`config.mk`:
```
export PLATFORM = sky130hd
export DESIGN_NAME = lcd_scanline_mode_timer_top
export DESIGN_NICKNAME = d
export VERILOG_FILES = /design/src/design/lsmt_pkg.sv /design/src/design/lsmt_cfg_regs.sv /design/src/design/lsmt_core.sv /design/src/design/lcd_scanline_mode_timer_top.sv
export SDC_FILE = /design/constraint.sdc
export NUM_CORES = 1
export LEC_CHECK = 0
export BUFFER_PORTS_ARGS = -buffer_cell sky130_fd_sc_hd__buf_2
export CAP_MARGIN = 20
export CORE_AREA = 2 2 114 127
export CTS_CLUSTER_DIAMETER = 50
export DETAILED_ROUTE_END_ITERATION = 6
export DIE_AREA = 0 0 116 129
export GPL_TIMING_DRIVEN = 0
export SLEW_MARGIN = 10
export SYNTH_ARGS = -nofsm -noshare
export SYNTH_HDL_FRONTEND = slang
export SYNTH_SLANG_ARGS = --single-unit
export TNS_END_PERCENT = 1
```
`constraint.sdc`:
```
create_clock -name clk_i -period 6.1 [get_ports clk_i]
set_clock_uncertainty 0.2 [all_clocks]
set_input_delay 0.915 -clock clk_i [delete_from_list [all_inputs] [get_ports clk_i]]
set_output_delay 0.915 -clock clk_i [all_outputs]
set_load 0.05 [all_outputs]
```
`src/design/lsmt_pkg.sv`:
```
package lsmt_pkg;

  // Scanline timing.
  localparam logic [9:0] DOTS_PER_LINE = 10'd456;
  localparam logic [7:0] VISIBLE_LINES = 8'd144;
  localparam logic [7:0] LAST_LINE     = 8'd153;
  localparam logic [9:0] OAM_END       = 10'd80;
  localparam logic [9:0] TRANSFER_END  = 10'd252;

  // The dot counter saturates here before a line is taken off.
  localparam logic [9:0] DOT_SAT = 10'd1023;

  typedef enum logic [1:0] {
    MODE_HBLANK = 2'd0,
    MODE_VBLANK = 2'd1,
    MODE_OAM    = 2'd2,
    MODE_XFER   = 2'd3
  } mode_e;

  typedef enum logic [1:0] {
    REG_SCREEN_ON    = 2'd0,
    REG_LINE_COMPARE = 2'd1,
    REG_MODE_IRQ_EN  = 2'd2,
    REG_COINC_IRQ_EN = 2'd3
  } cfg_idx_e;

  typedef struct packed {
    logic       screen_on;
    logic [7:0] line_compare;
    logic [2:0] mode_irq_enable;
    logic       coincidence_irq_enable;
  } cfg_t;

  typedef struct packed {
    logic [7:0] line;
    mode_e      mode;
    logic       coincidence;
    logic       vblank_irq;
    logic       stat_irq;
  } res_t;

endpackage

```
`src/design/lsmt_cfg_regs.sv`:
```
module lsmt_cfg_regs (
  input  logic            clk_i,
  input  logic            rst_ni,
  input  logic            cfg_we_i,
  input  logic [1:0]      cfg_index_i,
  input  logic [7:0]      cfg_data_i,
  output lsmt_pkg::cfg_t  cfg_o
);
  import lsmt_pkg::*;

  cfg_t cfg_q;
  cfg_t cfg_d;

  always_comb begin
    cfg_d = cfg_q;
    if (cfg_we_i) begin
      unique case (cfg_idx_e'(cfg_index_i))
        REG_SCREEN_ON:    cfg_d.screen_on              = cfg_data_i[0];
        REG_LINE_COMPARE: cfg_d.line_compare           = cfg_data_i;
        REG_MODE_IRQ_EN:  cfg_d.mode_irq_enable        = cfg_data_i[2:0];
        REG_COINC_IRQ_EN: cfg_d.coincidence_irq_enable = cfg_data_i[0];
        default:          cfg_d = cfg_q;
      endcase
    end
  end

  always_ff @(posedge clk_i or negedge rst_ni) begin
    if (!rst_ni) begin
      cfg_q.screen_on              <= 1'b1;
      cfg_q.line_compare           <= 8'd0;
      cfg_q.mode_irq_enable        <= 3'd0;
      cfg_q.coincidence_irq_enable <= 1'b0;
    end else begin
      cfg_q <= cfg_d;
    end
  end

  assign cfg_o = cfg_q;

endmodule

```
`src/design/lsmt_core.sv`:
```
module lsmt_core (
  input  logic            clk_i,
  input  logic            rst_ni,
  input  logic            fire_i,
  input  logic [3:0]      cycles_i,
  input  lsmt_pkg::cfg_t  cfg_i,
  output lsmt_pkg::res_t  res_o
);
  import lsmt_pkg::*;

  logic [9:0] dot_q, dot_d;
  logic [7:0] line_q, line_d;
  mode_e      last_q, last_d;
  mode_e      shown_q, shown_d;

  logic [10:0] dot_sum;
  logic [9:0]  dot_sat;
  logic [8:0]  line_inc;
  mode_e       mode;
  mode_e       shown_pre;
  logic        changed;
  logic        mode_en;
  logic        coincident;

  always_comb begin
    dot_sum = {1'b0, dot_q} + {5'd0, cycles_i, 2'b00};
    dot_sat = dot_sum[10] ? DOT_SAT : dot_sum[9:0];

    // Mode from the line and the dot position after the add.
    if (line_q >= VISIBLE_LINES) begin
      mode = MODE_VBLANK;
    end else if (dot_sat < OAM_END) begin
      mode = MODE_OAM;
    end else if (dot_sat < TRANSFER_END) begin
      mode = MODE_XFER;
    end else if (dot_sat < DOTS_PER_LINE) begin
      mode = MODE_HBLANK;
    end else begin
      mode = MODE_OAM;
    end

    shown_pre = cfg_i.screen_on ? shown_q : MODE_VBLANK;
    changed   = (mode != last_q);
    shown_d   = changed ? mode : shown_pre;
    last_d    = mode;

    unique case (mode)
      MODE_HBLANK: mode_en = cfg_i.mode_irq_enable[0];
      MODE_VBLANK: mode_en = cfg_i.mode_irq_enable[1];
      MODE_OAM:    mode_en = cfg_i.mode_irq_enable[2];
      MODE_XFER:   mode_en = 1'b0;
      default:     mode_en = 1'b0;
    endcase

    coincident = (line_q == cfg_i.line_compare);

    line_inc = {1'b0, line_q} + 9'd1;
    if (dot_sat >= DOTS_PER_LINE) begin
      dot_d  = dot_sat - DOTS_PER_LINE;
      line_d = (line_inc > {1'b0, LAST_LINE}) ? 8'd0 : line_inc[7:0];
    end else begin
      dot_d  = dot_sat;
      line_d = line_q;
    end

    res_o.line        = line_d;
    res_o.mode        = shown_d;
    res_o.coincidence = coincident;
    res_o.vblank_irq  = changed && (mode == MODE_VBLANK);
    res_o.stat_irq    = (changed && mode_en) ||
                        (coincident && cfg_i.coincidence_irq_enable);
  end

  always_ff @(posedge clk_i or negedge rst_ni) begin
    if (!rst_ni) begin
      dot_q   <= 10'd0;
      line_q  <= 8'd0;
      last_q  <= MODE_OAM;
      shown_q <= MODE_OAM;
    end else if (fire_i) begin
      dot_q   <= dot_d;
      line_q  <= line_d;
      last_q  <= last_d;
      shown_q <= shown_d;
    end
  end

`ifndef SYNTHESIS
  a_line_range: assert property (@(posedge clk_i) disable iff (!rst_ni)
    line_q <= LAST_LINE)
    else $error("line counter past the last line");

  a_dot_range: assert property (@(posedge clk_i) disable iff (!rst_ni)
    dot_q <= (DOT_SAT - DOTS_PER_LINE))
    else $error("dot counter out of range after a step");

  a_hold: assert property (@(posedge clk_i) disable iff (!rst_ni)
    !fire_i |=> $stable(dot_q) && $stable(line_q) && $stable(last_q))
    else $error("timing state moved without a beat");

  a_vblank_entry: assert property (@(posedge clk_i) disable iff (!rst_ni)
    fire_i && res_o.vblank_irq |-> last_q != MODE_VBLANK)
    else $error("vblank interrupt without a mode change");
`endif

endmodule

```
`src/design/lcd_scanline_mode_timer_top.sv`:
```
// Channel  | valid       | stall        | payload
// ---------+-------------+--------------+--------------------------------------
// in       | in_valid_i  | in_stall_o   | machine_cycles_i
// out      | out_valid_o | out_stall_i  | current_line_o, reported_mode_o,
//          |             |              | coincidence_o, vblank_irq_o, stat_irq_o
// cfg      | cfg_we_i    | (none)       | cfg_index_i, cfg_data_i
//
// One beat is taken every cycle that in_stall_o is low; its result is presented
// from the output register once the input register has passed it on.
// The input register feeds one pass of add, compare and counter update in the
// core, whose result lands in the output register.
// Reset (rst_ni low, asynchronous) empties both registers and sets line 0,
// dot 0, mode OAM search, screen on and all interrupt enables off.
// A stall on the output holds the result register and backs up into the input
// register; in_stall_o rises only when both are full.
module lcd_scanline_mode_timer_top (
  input  logic       clk_i,
  input  logic       rst_ni,
  input  logic       cfg_we_i,
  input  logic [1:0] cfg_index_i,
  input  logic [7:0] cfg_data_i,
  input  logic       in_valid_i,
  output logic       in_stall_o,
  input  logic [3:0] machine_cycles_i,
  output logic       out_valid_o,
  input  logic       out_stall_i,
  output logic [7:0] current_line_o,
  output logic [1:0] reported_mode_o,
  output logic       coincidence_o,
  output logic       vblank_irq_o,
  output logic       stat_irq_o
);
  import lsmt_pkg::*;

  cfg_t cfg;
  res_t res;
  res_t res_q;

  logic       in_valid_q;
  logic [3:0] cycles_q;
  logic       out_valid_q;
  logic       out_free;
  logic       fire;
  logic       in_take;

  // The output register can load when it is empty or its beat leaves now.
  assign out_free   = !out_valid_q || !out_stall_i;
  // The held input beat is processed and moved into the output register.
  assign fire       = in_valid_q && out_free;
  assign in_stall_o = in_valid_q && !out_free;
  assign in_take    = in_valid_i && !in_stall_o;

  lsmt_cfg_regs u_cfg (
    .clk_i       (clk_i),
    .rst_ni      (rst_ni),
    .cfg_we_i    (cfg_we_i),
    .cfg_index_i (cfg_index_i),
    .cfg_data_i  (cfg_data_i),
    .cfg_o       (cfg)
  );

  lsmt_core u_core (
    .clk_i    (clk_i),
    .rst_ni   (rst_ni),
    .fire_i   (fire),
    .cycles_i (cycles_q),
    .cfg_i    (cfg),
    .res_o    (res)
  );

  always_ff @(posedge clk_i or negedge rst_ni) begin
    if (!rst_ni) begin
      in_valid_q  <= 1'b0;
      out_valid_q <= 1'b0;
    end else begin
      if (in_take) begin
        in_valid_q <= 1'b1;
      end else if (fire) begin
        in_valid_q <= 1'b0;
      end
      if (fire) begin
        out_valid_q <= 1'b1;
      end else if (!out_stall_i) begin
        out_valid_q <= 1'b0;
      end
    end
  end

  // Payload registers carry no reset.
  always_ff @(posedge clk_i) begin
    if (in_take) begin
      cycles_q <= machine_cycles_i;
    end
    if (fire) begin
      res_q <= res;
    end
  end

  assign out_valid_o     = out_valid_q;
  assign current_line_o  = res_q.line;
  assign reported_mode_o = res_q.mode;
  assign coincidence_o   = res_q.coincidence;
  assign vblank_irq_o    = res_q.vblank_irq;
  assign stat_irq_o      = res_q.stat_irq;

endmodule

```
==> summary by stage, run 1 <==
Critical path
The critical path endpoint category is a register. The critical path's most frequent cell is ha_1. The slowest stage of the critical path belongs to the cell or4b_2.

The critical path goes through ha_1 > fa_1 > a211oi_4 > nor3_2 > nor2_1 > ha_1 > or4b_2 > a2111oi_4 > nor2_2 > buf_4 > a21oi_1 > o22ai_1. The startpoint kind of the worst setup timing path is a register. The arrival time of data at the critical path endpoint is 4250 ps. The top cell family by delay on the critical path is compound AO/OA/AOI/OAI gates. Counting both buffers and inverters, the worst setup path holds a total of 1. Along the worst path, the maximum fanout reaches 10. The critical path in this run is classified as register to register.

For this run, the slowest stage of the critical path takes 650 ps. STA puts the critical path data required time at 5930 ps.

Die
The initial utilization of the core area, before any placement, comes to 0.247. The floorplan step set the die height to 129 um. The floorplan has 45 rows.

The core region is 13,600 um^2. The die width is 116 um. In this run the count of I/O pins placed on the die edge is 34. The floorplan step defined a die boundary enclosing 15,000 um^2.

Yosys
Synthesis produced a netlist with a net count of 350. After technology mapping, the gate count stands at 322. After synthesis the netlist holds a flip-flop and latch count of 54. During synthesis, Yosys emitted a total of 0 warnings. The synthesized area divided by synthesized cell count is 10.5 um^2. For this run, the register share of the synthesized area comes to 0.428.

Among all flip-flop cells after synthesis, the most frequent one is dfrtp_1. The share of async-settable or async-resettable flops after synthesis is 0.685. The post-synthesis cell type count is 72. Summing every instance area after synthesis gives 3370 um^2. The number of flops mapped to enable cells by yosys is 17.

Clock network
In this run, CTS created clock tree buffers numbering 5. The total number of H-tree levels is 2. The CTS tree is yes. The clock root buffer is clkbuf_16. The clock transition at the registers of the reported paths is 70 ps. The number of gates resized after CTS was 0. The number of clock sinks seen by CTS is 54. The number of buffers added to fix hold violations after cts is 0. The largest buffer count on any clock path is 2. The number of setup buffers added after CTS is 0.

The later pin in the worst-skew pair is clocked with a latency of 300 ps.

Route
The number of iterations in the first detailed-routing pass is 4. For this run, design rule violations remaining after detail routing come to 0. The initial detailed-routing violation count is 149. The antenna violation net count after detailed routing is 0. Wires add up to 7520 um. Signal routing reaches up to met4. In the final routing, the length of wire on met1 measures 3420 um. After detailed routing, the met3 layer carries 232 um of wire. Summed over all nets, wire length on met2 after detailed routing comes to 3660 um. The average via count per standard cell is 4.74. For this block, the via count after detailed routing is 2,613. The detailed-route wire length per cell is 13.6 um.

Cells and area
Of the cells placed in the final design, the portion with a size suffix greater than 1 is 0.256. The area growth from synthesis to final layout is 16.4%. The number of diodes is 0. The net count reported at finish is 390. The most common library cell in the layout ignoring fill and taps is dfrtp_1.

In the layout the commonest cells are dfrtp_1, buf_2, nand2_1, o21ai_0. The final cell count without fillers is 551.

STA
The share of the cycle needed by the critical path after routing is 0.724. After layout, the minimum clock period comes to 4420 ps. Across all hold checks on the routed design, the worst slack comes to 259 ps. Setup repair after global routing left no endpoint under its margin. The total negative setup slack is 0 ps.

The number of hold violations in the final report is 0. The achievable frequency is 0.226 GHz. The number of max-slew violations in the final report is 0. The worst pin sits at a relative slew slack of 0.436. The count of final setup violators is 0.

At the pin with the least slew margin, the transition time is 847 ps.

Hold path
The path category of the worst min-delay check is register to register.

Global route
The largest net degree at the start of global routing is 38. The total routing usage reported by global routing is 0.106. The number of global-route vias before repair is 2,582. The initial antenna violation count is 0.

The first-pass GRT wire length is 12,600 um. The remaining global-route overflow is 0.

Placement
Routability-driven placement finished with a final weighted congestion of 0.836. The number of buffers added on ports is 33. Counting tap cells, the placed design contains a total of 543 instances. The post-detailed-placement half-perimeter wirelength is 5760 um.

Power and ir drop
The leakage dissipation is 1.50 nW. The power density over the cells is 424 nW/um^2. The peak ir drop on the vdd network is 0.128 mV.

Outcome
The flow ran to the end, and the final reports show no timing, DRC or antenna violations.

Run
The total of max-cap violations is 0.
[path summary, 6_finish.rpt]
check	start	endpoint	slack, ps	cells past startpoint
worst max-delay path	cycles_q[0]$_DFFE_PP_	current_line_o[7]$_DFFE_PP_	1680	12
worst min-delay path	u_core.dot_q[0]$_DFFE_PN0P_	u_core.dot_q[0]$_DFFE_PN0P_	260	1
worst max register to register	cycles_q[0]$_DFFE_PP_	current_line_o[7]$_DFFE_PP_	1680	12
worst min register to register	u_core.dot_q[0]$_DFFE_PN0P_	u_core.dot_q[0]$_DFFE_PN0P_	260	1
max in group asynchronous	rst_ni	u_cfg.cfg_o[5]$_DFFE_PN0P_	4650	1
min in group asynchronous	rst_ni	in_valid_q$_DFFE_PN0P_	530	1
[state kept, by name, indices dropped and copies added, names as in the netlist]
name and cells:
u_core.last_q 2, coincidence_o 1, u_core.line_q 8, u_core.shown_q 2, current_line_o 8, out_valid_o 1, stat_irq_o 1, u_cfg.cfg_o 13
cycles_q 4, reported_mode_o 2, u_core.dot_q 10, in_valid_q 1, vblank_irq_o 1
[power breakdown]
group          internal (mW)  leakage, nW  switching (mW)
Clock                  0.163       0.0729           0.129
Combinational          0.310        0.829           0.529
Sequential             0.474        0.597          0.0584
[cells in the mapped netlist (3+ instances only)]
cell type	n	area share
o21ai_1	3	0.0045
and2_1	4	0.0074
a21oi_1	17	0.025
clkbuf_1	11	0.012
a211oi_1	3	0.0067
o21a_1	3	0.0067
nand4_1	4	0.0074
o22ai_1	7	0.013
inv_1	16	0.018
o21ai_0	26	0.039
nor3_1	3	0.0045
mux2_2	17	0.057
dfrtp_1	34	0.25
edfxtp_1	17	0.15
nand2b_1	3	0.0056
a21o_1	4	0.0089
nand3_1	9	0.013
nand2_1	31	0.035
nand3b_1	3	0.0067
nor2_1	11	0.012
xnor2_1	14	0.036
and3_1	3	0.0056
ha_1	8	0.030
dfstp_2	3	0.023
a31oi_1	6	0.011
[cells by family after synthesis]
logic type      count (synthesis)  synth area share
compound gates                102             0.240
simple gates                   92             0.152
flops                          54             0.428
buf+inv                        31            0.0390
mux                            19            0.0665
xor+xnor                       15            0.0390
fa+ha+maj                       9            0.0357
[cell type report]
type	instances	area (um^2)
inverter	17	63.8
fill	1462	9710
sequential	54	1440
clock buffer	6	139
buffer	14	67.6
tap	188	235
multi-input combinational	237	1800
clock inverter	2	12.5
timing repair buffer	33	165
[metrics by stage]
| step | worst slack [ps] | total power, mW | cell area [um^2] | utilization |
|---|---|---|---|---|
| CTS | 1690 | 1.68 | 3920 | 0.288 |
| finish | 1680 | 1.66 | 3920 | 0.288 |
| global route | 1430 | 1.78 | 3920 | 0.288 |
| floorplan | 2100 | 1.20 | 3370 | - |
| global placement | 1760 | 1.36 | 3770 | 0.277 |
| detailed placement | 1700 | 1.38 | 3770 | 0.277 |
[metal layers]
metal  vias up  global-route usage
met3        13              0.0179
met5         -                   0
met2        51               0.178
li1       1273                   -
met4         0              0.0476
met1      1276               0.134
Power figures use the tool's default switching activity.
==> inputs of run 2 (changes only) <==
==> constraint.sdc (replaced) <==
create_clock -name clk_i -period 3.97 [get_ports clk_i]
set_clock_uncertainty 0.2 [all_clocks]
set_input_delay 0.5955 -clock clk_i [delete_from_list [all_inputs] [get_ports clk_i]]
set_output_delay 0.5955 -clock clk_i [all_outputs]
set_load 0.05 [all_outputs]
==> summary by stage, run 2 (synthesis results as in run 1) <==
Global route
The largest net degree at the start of global routing came to 38 (unchanged). The remaining global-route overflow came to 0 (unchanged). The total routing usage reported by global routing is 0.108 (+0.00156). The first-pass GRT wire length is 12,800 um (+1.6%). The number of global-route vias before repair was 2,641 (+2.3%).

The initial antenna violation count is 0 (unchanged).

STA
The least setup slack across all paths after layout is 290 ps (-1390 ps). The count of final setup violators is 0 (unchanged). The minimum period implied by the final worst setup slack came to 3680 ps (-737 ps).

The transition time of the tightest slew-check pin is 857 ps (+10.4 ps). The relative max-transition margin is 0.429 (-0.00693). The number of max-slew violations in the final report is 0 (unchanged).

The number of hold violations in the final report is 0 (unchanged). Setup repair after global routing left no endpoint under its margin. The smallest hold slack is 203 ps (-55.8 ps). The achievable frequency is 0.272 GHz (+20%). The share of the cycle needed by the critical path after routing was 0.927 (+0.203).

The total negative setup slack was 0 ps (unchanged).

Cells and area
The area of the multi-input gates was 1820 um^2 (+1.1%). The share of layout cells above drive strength 1 is 0.269 (+0.0128). The final cell count without fillers was 556 (+0.91%). The area occupied by registers is 1440 um^2 (unchanged). The net count reported at finish is 395 (+1.3%). The final core area utilization is 0.291 (+0.00358). Leaving out fill and tap cells, the most frequent cell in the layout is dfrtp_1. The area growth from synthesis to final layout is 17.8%.

The number of diodes is 0 (unchanged). The number of flip-flops under the largest register name is 13 (unchanged). The filler cell count came to 1,476 (+0.96%). In the layout the commonest cells are dfrtp_1, buf_2, nand2_1, o21ai_0.

The summed area of non-filler cells in the final layout is 3970 um^2 (+1.2%).

Clock network
The clock transition at the registers of the reported paths was 70 ps (about the same). The number of clock sinks seen by CTS came to 54 (unchanged). The clock insertion delay at the later pin of the skew report is 300 ps (about the same). The largest buffer count on any clock path is 2 (unchanged).

The total clock buffers created by CTS came to 5 (unchanged). TritonCTS built the clock tree. The total number of H-tree levels was 2 (unchanged). The cell sitting at the root of the clock tree is a clkbuf_16. The number of buffers added to fix hold violations after cts came to 0 (unchanged).

Power and ir drop
The leakage dissipation was 1.53 nW (+2.3%). The peak ir drop on the vdd network came to 0.233 mV (+83%). The post-layout total power is 2.59 mW (+56%). The power density over the cells is 652 nW/um^2 (+54%).

Die
The die width is 116 um (unchanged). The vertical die dimension came to 129 um (unchanged). The initial standard-cell utilization of the core was 0.247 (unchanged). The placeable core region is 13,600 um^2 (unchanged).

The die footprint was 15,000 um^2 (unchanged). The number of cell rows is 45 (unchanged). The number of top-level design ports was 34 (unchanged).

Critical path
The startpoint kind of the worst setup timing path is a register. The critical setup path kind is register to register. The arrival time of data at the critical path endpoint is 3510 ps (-740 ps).

The critical path data required time is 3800 ps (-2130 ps). The critical path endpoint category is a register. The top fanout value on the critical path came to 10 (unchanged).

Hold path
The worst hold path belongs to the class input pin to async pin.

Route
The initial detailed-routing violation count came to 168 (+13%). The total routed wirelength is 7750 um (+3.1%). The total via count in the routed design is 2,664 (+2.0%). The antenna violation net count after detailed routing is 0 (unchanged). The detailed-route wire length per cell is 13.9 um (+2.2%). The average via count per standard cell is 4.79 (+1.0%). The number of iterations in the first detailed-routing pass is 4 (unchanged).

The residual DRC count was 0 (unchanged).

Placement
The post-detailed-placement half-perimeter wirelength is 5750 um (-0.14%). The instance area at placement came to 3770 um^2 (unchanged). The number of buffers added on ports is 33 (unchanged). The pre-CTS setup slack is -367 ps (-2070 ps). The cell total after placement came to 543 (unchanged). The placer congestion estimate is 0.844 (+0.95%).

Outcome
The flow ran to the end, and the final reports show no timing, DRC or antenna violations.

Run
The total of max-cap violations was 0 (unchanged).
==> run 2: report_power, final <==
group	switching (mW)	internal [mW]	leakage, nW
Combinational	0.834	0.503	0.866
Clock	0.200	0.235	0.0708
Sequential	0.0899	0.728	0.597
==> run 2: worst paths after layout <==
check                      slack, ps  depth (start not counted)                           to                   startpoint
max reg2reg                      290                         13  current_line_o[5]$_DFFE_PP_        cycles_q[0]$_DFFE_PP_
min                              200                          1       in_valid_q$_DFFE_PN0P_                       rst_ni
min reg2reg                      270                          1  u_core.dot_q[0]$_DFFE_PN0P_  u_core.dot_q[0]$_DFFE_PN0P_
max                              290                         13  current_line_o[5]$_DFFE_PP_        cycles_q[0]$_DFFE_PP_
min in group clk_i               270                          1  u_core.dot_q[0]$_DFFE_PN0P_  u_core.dot_q[0]$_DFFE_PN0P_
max in group asynchronous       2830                          1  u_core.dot_q[7]$_DFFE_PN0P_                       rst_ni
==> run 2: what timing repair did <==
item,CTS,global route
pin swaps,2,4
endpoints found under the setup margin,21,17
buffers inserted,2,3
resized for setup,2,3
==> run 2: cell type report <==
cell class	instances	share of cell area
multi-input combinational	237	0.458
tap	188	0.0593
buffer	14	0.0170
timing repair buffer	38	0.0511
clock buffer	6	0.0325
sequential	54	0.363
inverter	17	0.0161
clock inverter	2	0.00347
==> run 2: worst max-delay path: stages, from the launching register on <==
cell and delay (ps):
edfxtp_1 370, ha_1 250, fa_2 390, a211oi_4 300, nor3_4 100, nor2_2 130
ha_1 160, or4b_4 480, a2111oi_4 350, buf_4 200, nor2_4 60, buf_4 170
a21oi_1 150, o22ai_1 100
==> run 2: metal layers <==
| layer | vias to the layer above | share of wire | GRT usage |
|---|---|---|---|
| li1 | 1285 | - | - |
| met1 | 1317 | 0.46 | 0.134 |
| met2 | 50 | 0.49 | 0.182 |
| met3 | 12 | 0.030 | 0.0198 |
| met4 | 0 | 0.025 | 0.0476 |
| met5 | - | 0 | 0 |
